## config.mk

```make
export PLATFORM = sky130hd
export DESIGN_NAME = sparse_cpu_set_table
export DESIGN_NICKNAME = d
export VERILOG_FILES = /design/src/sv/scs_pkg.sv /design/src/sv/scs_ram.sv /design/src/sv/scs_unit.sv /design/src/sv/sparse_cpu_set_table.sv
export SDC_FILE = /design/constraint.sdc
export NUM_CORES = 1
export LEC_CHECK = 0
export ABC_AREA = 1
export BUFFER_PORTS_ARGS = -buffer_cell sky130_fd_sc_hd__buf_2
export CORE_UTILIZATION = 55
export DETAILED_ROUTE_END_ITERATION = 10
export PLACE_DENSITY = 0.71
export SETUP_SLACK_MARGIN = 0.5
export SKIP_CTS_REPAIR_TIMING = 1
export SYNTH_ARGS = -nofsm -noshare
export SYNTH_HDL_FRONTEND = slang
export SYNTH_SLANG_ARGS = --single-unit
```

## constraint.sdc

```tcl
create_clock -name i_clk -period 5.13 [get_ports i_clk]
set_input_delay 1.026 -clock i_clk [delete_from_list [all_inputs] [get_ports i_clk]]
set_output_delay 1.026 -clock i_clk [all_outputs]
set_load 0.02 [all_outputs]
```

## src/sv/scs_pkg.sv

```systemverilog
// ----------------------------------------------------------------------------
// scs_pkg: shared definitions for the sparse CPU set table
// Sizes of the bucket table, function codes and the types passed between the
// sequencer and the bucket unit.
// ----------------------------------------------------------------------------
package scs_pkg;

    localparam int BUCKETS     = 16;
    localparam int CPU_ID_BITS = 10;

    localparam int FUNC_W  = 3;
    localparam int LOW_W   = 3;
    localparam int MASK_W  = 1 << LOW_W;
    localparam int TAG_W   = CPU_ID_BITS - LOW_W;
    localparam int IDX_W   = (BUCKETS > 1) ? $clog2(BUCKETS) : 1;
    localparam int USED_W  = $clog2(BUCKETS + 1);
    localparam int COUNT_W = 8;
    localparam int ENTRY_W = TAG_W + MASK_W;

    localparam logic [COUNT_W-1:0] COUNT_MAX = {COUNT_W{1'b1}};

    localparam logic [FUNC_W-1:0] FN_SET   = 3'd0;
    localparam logic [FUNC_W-1:0] FN_CLEAR = 3'd1;
    localparam logic [FUNC_W-1:0] FN_TEST  = 3'd2;
    localparam logic [FUNC_W-1:0] FN_COUNT = 3'd3;
    localparam logic [FUNC_W-1:0] FN_RESET = 3'd4;

    typedef struct packed {
        logic               count_op;
        logic [TAG_W-1:0]   tag;
        logic [TAG_W-1:0]   ent_tag;
        logic [MASK_W-1:0]  ent_bits;
        logic [COUNT_W-1:0] acc;
    } t_unit_in;

    typedef struct packed {
        logic               hit;
        logic [COUNT_W-1:0] acc;
    } t_unit_out;

endpackage

```

## src/sv/scs_ram.sv

```systemverilog
// ----------------------------------------------------------------------------
// scs_ram: generic single-port-write, single-port-read RAM
// One write and one registered read per cycle.
// ----------------------------------------------------------------------------
module scs_ram #(
    parameter int WIDTH = 8,
    parameter int DEPTH = 16,
    parameter int AW    = (DEPTH > 1) ? $clog2(DEPTH) : 1
) (
    input  logic             i_clk,
    input  logic             i_we,
    input  logic [AW-1:0]    i_waddr,
    input  logic [WIDTH-1:0] i_wdata,
    input  logic             i_re,
    input  logic [AW-1:0]    i_raddr,
    output logic [WIDTH-1:0] o_rdata
);

    logic [WIDTH-1:0] r_mem [DEPTH];
    logic [WIDTH-1:0] r_rdata;

    always_ff @(posedge i_clk) begin
        if (i_we) begin
            r_mem[i_waddr] <= i_wdata;
        end
        if (i_re) begin
            r_rdata <= r_mem[i_raddr];
        end
    end

    assign o_rdata = r_rdata;

endmodule

```

## src/sv/scs_unit.sv

```systemverilog
// ----------------------------------------------------------------------------
// scs_unit: shared bucket unit
// For a search it compares a bucket tag against the search tag; for a count it
// adds the bucket's population count to a saturating accumulator.
// ----------------------------------------------------------------------------
module scs_unit
    import scs_pkg::*;
(
    input  t_unit_in  i_req,
    output t_unit_out o_rsp
);

    logic [COUNT_W-1:0] pop;
    logic [COUNT_W:0]   sum;

    always_comb begin
        pop = '0;
        for (int i = 0; i < MASK_W; i++) begin
            pop = pop + COUNT_W'(i_req.ent_bits[i]);
        end
        sum = {1'b0, i_req.acc} + {1'b0, pop};
    end

    always_comb begin
        o_rsp.hit = !i_req.count_op && (i_req.ent_tag == i_req.tag);
        if (!i_req.count_op) begin
            o_rsp.acc = i_req.acc;
        end else if (sum[COUNT_W]) begin
            o_rsp.acc = COUNT_MAX;
        end else begin
            o_rsp.acc = sum[COUNT_W-1:0];
        end
    end

endmodule

```

## src/sv/sparse_cpu_set_table.sv

```systemverilog
// ----------------------------------------------------------------------------
// sparse_cpu_set_table: sparse set of CPU numbers kept in a bucket table
// Each bucket holds a tag (CPU number without its low three bits) and an
// eight-bit membership mask. Supports set, clear, test, count and reset.
// ----------------------------------------------------------------------------
// Usage:
// Commands enter on i_valid/o_ready with i_func and i_cpu_id; each command
// gives exactly one result transaction on o_valid/i_ready carrying
// o_is_member, o_member_count and o_status.
// Set, clear, test and count walk the used buckets (at most BUCKETS) through one
// RAM read port and one shared compare/popcount unit, one bucket per cycle,
// then pass through S_FIN to S_OUT; a find stops at the first matching bucket.
// Reset-table and unused codes go from S_IDLE straight to S_OUT.
// The block accepts one command at a time; o_ready is high only while idle.
// A finished result sits in the output register; the next command may be
// accepted while it waits, and its own result holds until the register frees.
// A set that needs a new bucket while the table is full is dropped with
// o_status = 1. After i_rst_n the table is empty; no clearing pass is needed.
// ----------------------------------------------------------------------------
module sparse_cpu_set_table
    import scs_pkg::*;
(
    input  logic                   i_clk,
    input  logic                   i_rst_n,
    input  logic                   i_valid,
    output logic                   o_ready,
    input  logic [FUNC_W-1:0]      i_func,
    input  logic [CPU_ID_BITS-1:0] i_cpu_id,
    output logic                   o_valid,
    input  logic                   i_ready,
    output logic                   o_is_member,
    output logic [COUNT_W-1:0]     o_member_count,
    output logic                   o_status
);

    typedef enum logic [1:0] {
        S_IDLE,
        S_WALK,
        S_FIN,
        S_OUT
    } t_state;

    t_state r_state, n_state;

    logic [FUNC_W-1:0]      r_func, n_func;
    logic [CPU_ID_BITS-1:0] r_cpu, n_cpu;
    logic [USED_W-1:0]      r_used, n_used;
    logic [USED_W-1:0]      r_idx, n_idx;
    logic                   r_pend, n_pend;
    logic [IDX_W-1:0]       r_pidx, n_pidx;
    logic                   r_found, n_found;
    logic [IDX_W-1:0]       r_fidx, n_fidx;
    logic [MASK_W-1:0]      r_fbits, n_fbits;
    logic [COUNT_W-1:0]     r_acc, n_acc;
    logic                   r_res_mem, n_res_mem;
    logic [COUNT_W-1:0]     r_res_cnt, n_res_cnt;
    logic                   r_res_st, n_res_st;
    logic                   r_o_valid, n_o_valid;
    logic                   r_o_mem, n_o_mem;
    logic [COUNT_W-1:0]     r_o_cnt, n_o_cnt;
    logic                   r_o_st, n_o_st;

    logic                   ram_we;
    logic [IDX_W-1:0]       ram_waddr;
    logic [ENTRY_W-1:0]     ram_wdata;
    logic                   ram_re;
    logic [ENTRY_W-1:0]     ram_rdata;

    logic [TAG_W-1:0]       cur_tag;
    logic [MASK_W-1:0]      cur_bit;
    t_unit_in               unit_req;
    t_unit_out              unit_rsp;

    assign cur_tag = r_cpu[CPU_ID_BITS-1:LOW_W];
    assign cur_bit = MASK_W'(1) << r_cpu[LOW_W-1:0];

    scs_ram #(
        .WIDTH (ENTRY_W),
        .DEPTH (BUCKETS),
        .AW    (IDX_W)
    ) u_ram (
        .i_clk   (i_clk),
        .i_we    (ram_we),
        .i_waddr (ram_waddr),
        .i_wdata (ram_wdata),
        .i_re    (ram_re),
        .i_raddr (r_idx[IDX_W-1:0]),
        .o_rdata (ram_rdata)
    );

    always_comb begin
        unit_req.count_op = (r_func == FN_COUNT);
        unit_req.tag      = cur_tag;
        unit_req.ent_tag  = ram_rdata[ENTRY_W-1:MASK_W];
        unit_req.ent_bits = ram_rdata[MASK_W-1:0];
        unit_req.acc      = r_acc;
    end

    scs_unit u_unit (
        .i_req (unit_req),
        .o_rsp (unit_rsp)
    );

    assign o_ready = (r_state == S_IDLE);

    always_comb begin
        n_state   = r_state;
        n_func    = r_func;
        n_cpu     = r_cpu;
        n_used    = r_used;
        n_idx     = r_idx;
        n_pend    = r_pend;
        n_pidx    = r_pidx;
        n_found   = r_found;
        n_fidx    = r_fidx;
        n_fbits   = r_fbits;
        n_acc     = r_acc;
        n_res_mem = r_res_mem;
        n_res_cnt = r_res_cnt;
        n_res_st  = r_res_st;
        n_o_valid = r_o_valid;
        n_o_mem   = r_o_mem;
        n_o_cnt   = r_o_cnt;
        n_o_st    = r_o_st;
        ram_we    = 1'b0;
        ram_waddr = r_fidx;
        ram_wdata = {cur_tag, r_fbits | cur_bit};
        ram_re    = 1'b0;

        if (r_o_valid && i_ready) begin
            n_o_valid = 1'b0;
        end

        case (r_state)
            S_IDLE: begin
                if (i_valid) begin
                    n_func    = i_func;
                    n_cpu     = i_cpu_id;
                    n_idx     = '0;
                    n_pend    = 1'b0;
                    n_found   = 1'b0;
                    n_acc     = '0;
                    n_res_mem = 1'b0;
                    n_res_cnt = '0;
                    n_res_st  = 1'b0;
                    if (i_func == FN_SET || i_func == FN_CLEAR ||
                        i_func == FN_TEST || i_func == FN_COUNT) begin
                        n_state = S_WALK;
                    end else begin
                        if (i_func == FN_RESET) begin
                            n_used = '0;
                        end
                        n_state = S_OUT;
                    end
                end
            end
            S_WALK: begin
                // The read issued last cycle is checked while the next one goes out.
                if (r_pend) begin
                    n_acc = unit_rsp.acc;
                end
                if (r_pend && unit_rsp.hit) begin
                    n_found = 1'b1;
                    n_fidx  = r_pidx;
                    n_fbits = ram_rdata[MASK_W-1:0];
                    n_pend  = 1'b0;
                    n_state = S_FIN;
                end else if (r_idx == r_used) begin
                    n_pend  = 1'b0;
                    n_state = S_FIN;
                end else begin
                    ram_re = 1'b1;
                    n_pend = 1'b1;
                    n_pidx = r_idx[IDX_W-1:0];
                    n_idx  = r_idx + USED_W'(1);
                end
            end
            S_FIN: begin
                case (r_func)
                    FN_SET: begin
                        if (r_found) begin
                            ram_we = 1'b1;
                        end else if (r_used < USED_W'(BUCKETS)) begin
                            ram_we    = 1'b1;
                            ram_waddr = r_used[IDX_W-1:0];
                            ram_wdata = {cur_tag, cur_bit};
                            n_used    = r_used + USED_W'(1);
                        end else begin
                            n_res_st = 1'b1;
                        end
                    end
                    FN_CLEAR: begin
                        if (r_found) begin
                            ram_we    = 1'b1;
                            ram_wdata = {cur_tag, r_fbits & ~cur_bit};
                        end
                    end
                    FN_TEST: begin
                        n_res_mem = r_found && ((r_fbits & cur_bit) != '0);
                    end
                    FN_COUNT: begin
                        n_res_cnt = r_acc;
                    end
                    default: begin
                    end
                endcase
                n_state = S_OUT;
            end
            S_OUT: begin
                if (!r_o_valid || i_ready) begin
                    n_o_valid = 1'b1;
                    n_o_mem   = r_res_mem;
                    n_o_cnt   = r_res_cnt;
                    n_o_st    = r_res_st;
                    n_state   = S_IDLE;
                end
            end
            default: begin
                n_state = S_IDLE;
            end
        endcase
    end

    always_ff @(posedge i_clk) begin
        if (!i_rst_n) begin
            r_state   <= S_IDLE;
            r_used    <= '0;
            r_pend    <= 1'b0;
            r_o_valid <= 1'b0;
        end else begin
            r_state   <= n_state;
            r_used    <= n_used;
            r_pend    <= n_pend;
            r_o_valid <= n_o_valid;
        end
        r_func    <= n_func;
        r_cpu     <= n_cpu;
        r_idx     <= n_idx;
        r_pidx    <= n_pidx;
        r_found   <= n_found;
        r_fidx    <= n_fidx;
        r_fbits   <= n_fbits;
        r_acc     <= n_acc;
        r_res_mem <= n_res_mem;
        r_res_cnt <= n_res_cnt;
        r_res_st  <= n_res_st;
        r_o_mem   <= n_o_mem;
        r_o_cnt   <= n_o_cnt;
        r_o_st    <= n_o_st;
    end

    assign o_valid        = r_o_valid;
    assign o_is_member    = r_o_mem;
    assign o_member_count = r_o_cnt;
    assign o_status       = r_o_st;

    // The bucket count never passes the table size.
    a_used_bound: assert property (@(posedge i_clk) disable iff (!i_rst_n)
        r_used <= USED_W'(BUCKETS))
        else $error("bucket count exceeds table size");

    // A dropped set is only reported when the table is full.
    a_drop_full: assert property (@(posedge i_clk) disable iff (!i_rst_n)
        (r_state == S_OUT && r_res_st) |-> (r_used == USED_W'(BUCKETS)))
        else $error("set dropped while buckets remain");

    // A result carries at most one kind of answer.
    a_one_answer: assert property (@(posedge i_clk) disable iff (!i_rst_n)
        o_valid |-> !(o_is_member && (o_member_count != '0)) &&
                    !(o_status && (o_is_member || (o_member_count != '0))))
        else $error("result mixes answers of different commands");

    // An accepted command always leaves the idle state.
    a_accept_busy: assert property (@(posedge i_clk) disable iff (!i_rst_n)
        (i_valid && o_ready) |=> !o_ready)
        else $error("accepted command did not start");

endmodule

```

==> impl_metrics.ini <==
[outcome]
outcome = completed

[route]
detail_route.first_pass.iterations = 5
via_count = 8531
routed_via_density = 5.819
drc_errors = 0
number_of_drc_markers_in_iteration_0 = 833
routed_wire_length_per_instance_um = 20.50
ant_nets = 0
finalWirelength_mm = 30.06

[synthesis]
postSynth.asyncResetShare_pct = 0
avg_cell_area_syn_um2 = 12.43
synth_enable_flop_cells = 318
synth_largest_type_area_fraction_pct = 71.21
yosys.area.top_type = sky130_fd_sc_hd__edfxtp_1
synth-seq-cells = 327
yosys_warnings = 0
synth_most_common_cell = sky130_fd_sc_hd__edfxtp_1
netlist-cell-type-count = 34
ys_top_cells_by_area = sky130_fd_sc_hd__edfxtp_1 (71%), sky130_fd_sc_hd__nand2_1 (5.1%), sky130_fd_sc_hd__o21ai_0 (3.5%), sky130_fd_sc_hd__nor2_1 (2.7%), sky130_fd_sc_hd__a21oi_1 (2.4%)
post_synth_most_frequent_cells = sky130_fd_sc_hd__edfxtp_1 (318), sky130_fd_sc_hd__nand2_1 (182), sky130_fd_sc_hd__nor2_1 (97), sky130_fd_sc_hd__o21ai_0 (95), sky130_fd_sc_hd__inv_1 (78)
synth.cell_area_um2 = 13410
synth_cells = 1079
dominantRegCellSynth = sky130_fd_sc_hd__edfxtp_1
synth_nets = 1114
synth_seq_area_share_pct = 72.56

[pwr]
comb_power_share_pct = 31.1
seqPwrFrac_pct = 41.7
cell_internal_pwr_w = 0.005513
irDropWorstVdd_v = 0.0003566
share_clk_of_total_power_pct = 27.1
cellLeakagePower_nw = 5.349
cellPowerDensity_nw_per_um2 = 566.6
power.switching_fraction_pct = 35.06
switchingPower_w = 0.002977

[critical_path]
timing.critical_path.required_ns = 5.41
reg2reg_slack_ns = 0.94
cp_max_fo = 4
timing.critical_path.from_type = flip-flop
rr_endpoint = r_acc[5]
critical_setup_path_kind = reg2reg
end_kind = flip-flop
cp-startpoint = u_ram.o_rdata[0]
worst_ep_arrival_time_ns = 4.46
reg2reg_depth = 15
timing.critical_path.to = r_acc[5]
reg2reg_from = u_ram.o_rdata[0]

[finish]
areaGrowthSynthToFinish_pct = 11.75
drive_gt1_share_pct = 10.46
diodes = 0
multiInputGateArea_um2 = 3171
finalNetCount = 1158
filler_instances = 1833
regArea_um2 = 9729

[placement]
dp_hpwl_mm = 17.46
routabilityCongestion = 0.8580
place_ws_ns = 0.9618
io_buffers = 28

[clocking]
cts_max_level = 2
clkLatencyLatePin_ns = 0.53
tritoncts = yes
cts_inserted_buffers = 34
cts_sinks = 327
cts_buffer_depth = 3
cts.reportedPaths.clkPinSlew_ns = 0.06
clockRootBuffer = sky130_fd_sc_hd__clkbuf_16

[global_route]
pin_count_of_the_biggest_net_entering_global_routing = 82
globalRoute.totalOverflow = 0
grt_usage_pct = 25.10
grt_first_pass_wirelength_mm = 45.67
grt_antenna_before_repair = 0
grt_pass1_vias = 8143

[timing]
finClkSkew_ns = 0.01619
hold_viol = 0
post-route-worst-setup-slack_ns = 0.9450
maximum_frequency_from_static_timing_analysis_mhz = 238.9
slew_viol_final = 0
finalSetupViolations = 0
fin_crit_ns = 4.185
hold_ws_ns = 0.4161
worst_slew_pin_slew_ns = 1.308
rsz0062_at_grt = false
fin_crit_sh_pct = 81.58
slew_headroom_pct = 12.77
final.setup.tns_ns = 0

[run]
cap_violations = 0

[die]
num_rows = 56
core_area_um2 = 23680
dieArea_um2 = 25010
chipHeight_um = 158.1
die_w_um = 158.1
design.portCount = 29
initial_utilization_pct = 56.62

[worst_hold_path]
worst_hold_path_type = reg2reg
-- sequential cells by signal (all words and copies together), names as in the netlist, 5 cells and up --
signal and flops:
u_ram.r_mem 240, o_member_count 8, r_acc 8, r_idx 5, u_ram.o_rdata 15, r_res_cnt 8
r_cpu 10, r_used 5, r_fbits 8
-- per-layer routing --
metal / vias up / wire [µm] / part of all wire [%] / global-route usage [%]
li1: 3952 / - / - / -
met1: 4157 / 12300 / 41 / 33.38
met2: 339 / 14390 / 48 / 40.69
met3: 83 / 2129 / 7.1 / 3.641
met4: 0 / 1238 / 4.1 / 12.36
met5: - / 0 / 0 / 0
-- how the worst min path moves through the flow --
stage               slack [ns]                 to  cells after the start    startpoint
floorplan                 0.40        o_is_member                      0     r_res_mem
CTS                       0.42  o_member_count[2]                      0  r_res_cnt[2]
global placement          0.40  o_member_count[1]                      0  r_res_cnt[1]
global route              0.42           o_status                      0      r_res_st
detailed placement        0.40  o_member_count[2]                      0  r_res_cnt[2]
finish                    0.42  o_member_count[2]                      0  r_res_cnt[2]
-- per-stage QoR --
step                      total power, W  utilization (%)  instance area, µm²  instances
after global placement          0.006102            58.96               13960       1406
after CTS                       0.008516            63.27               14980       1466
after detailed placement        0.006205            58.96               13960       1406
final                           0.008490            63.27               14980       1466
after global routing            0.008923            63.27               14980       1466
after floorplan                 0.005404                -               13410       1079
-- worst max-delay path, cell delays in order (launching register included) --
cell	delay, ns
sky130_fd_sc_hd__edfxtp_1	0.40
sky130_fd_sc_hd__ha_1	0.29
sky130_fd_sc_hd__inv_1	0.04
sky130_fd_sc_hd__fa_1	0.51
sky130_fd_sc_hd__fa_1	0.43
sky130_fd_sc_hd__fa_1	0.42
sky130_fd_sc_hd__fa_1	0.40
sky130_fd_sc_hd__xnor2_1	0.14
sky130_fd_sc_hd__ha_1	0.34
sky130_fd_sc_hd__nand3_1	0.09
sky130_fd_sc_hd__nand2_1	0.10
sky130_fd_sc_hd__nand2_1	0.05
sky130_fd_sc_hd__a21boi_0	0.40
sky130_fd_sc_hd__nor2_1	0.07
sky130_fd_sc_hd__o21ai_0	0.20
sky130_fd_sc_hd__inv_1	0.06
-- logic make-up (layout without fill, tap and decap cells) --
group / Yosys count / after routing / synth area share [%]
XOR/XNOR: 13 / 13 / 0.8491
flip-flops: 327 / 327 / 72.56
AND/OR/NAND/NOR: 369 / 369 / 11.48
AO/OA/AOI/OAI: 221 / 221 / 9.284
adder cells (fa/ha/maj): 18 / 18 / 1.960
buffers and inverters: 131 / 199 / 3.872
-- cell usage in the layout, fill, tap and decap left out, types with 2 or more instances in the layout --
cell and n:
sky130_fd_sc_hd__a211oi_1 18, sky130_fd_sc_hd__a21oi_1 65, sky130_fd_sc_hd__buf_2 28, sky130_fd_sc_hd__buf_4 28, sky130_fd_sc_hd__clkbuf_1 8, sky130_fd_sc_hd__clkbuf_16 35, sky130_fd_sc_hd__clkinv_1 14, sky130_fd_sc_hd__dfxtp_1 9
sky130_fd_sc_hd__edfxtp_1 318, sky130_fd_sc_hd__fa_1 5, sky130_fd_sc_hd__ha_1 13, sky130_fd_sc_hd__inv_1 77, sky130_fd_sc_hd__inv_2 4, sky130_fd_sc_hd__inv_6 2, sky130_fd_sc_hd__nand2_1 182, sky130_fd_sc_hd__nand2_2 7
sky130_fd_sc_hd__nand3_1 57, sky130_fd_sc_hd__nand4_1 12, sky130_fd_sc_hd__nor2_1 93, sky130_fd_sc_hd__nor2_2 5, sky130_fd_sc_hd__nor3_1 10, sky130_fd_sc_hd__o21ai_0 94, sky130_fd_sc_hd__o21ai_1 7, sky130_fd_sc_hd__o21ai_2 2
sky130_fd_sc_hd__o221a_2 4, sky130_fd_sc_hd__o221ai_1 8, sky130_fd_sc_hd__o22ai_1 20, sky130_fd_sc_hd__xnor2_1 4, sky130_fd_sc_hd__xor2_1 9
-- cell type report --
class / instances / area share (%)
clock inverter: 17 / 0.7766
tap: 319 / 2.664
inverter: 83 / 2.088
clock buffer: 43 / 6.045
sequential: 327 / 64.93
timing repair buffer: 56 / 2.338
multi-input combinational: 621 / 21.16
-- power groups by stage --
| stage | sequential [W] | combinational (W) | clock [W] |
|---|---|---|---|
| after floorplan | 0.00354 | 0.00186 | 0 |
| after global placement | 0.00359 | 0.00252 | 0 |
| after detailed placement | 0.00359 | 0.00261 | 0 |
| after CTS | 0.00354 | 0.00266 | 0.00232 |
| after global routing | 0.00356 | 0.00294 | 0.00242 |
| final | 0.00354 | 0.00264 | 0.00230 |
No activity file was read; power rests on OpenSTA's default activity.
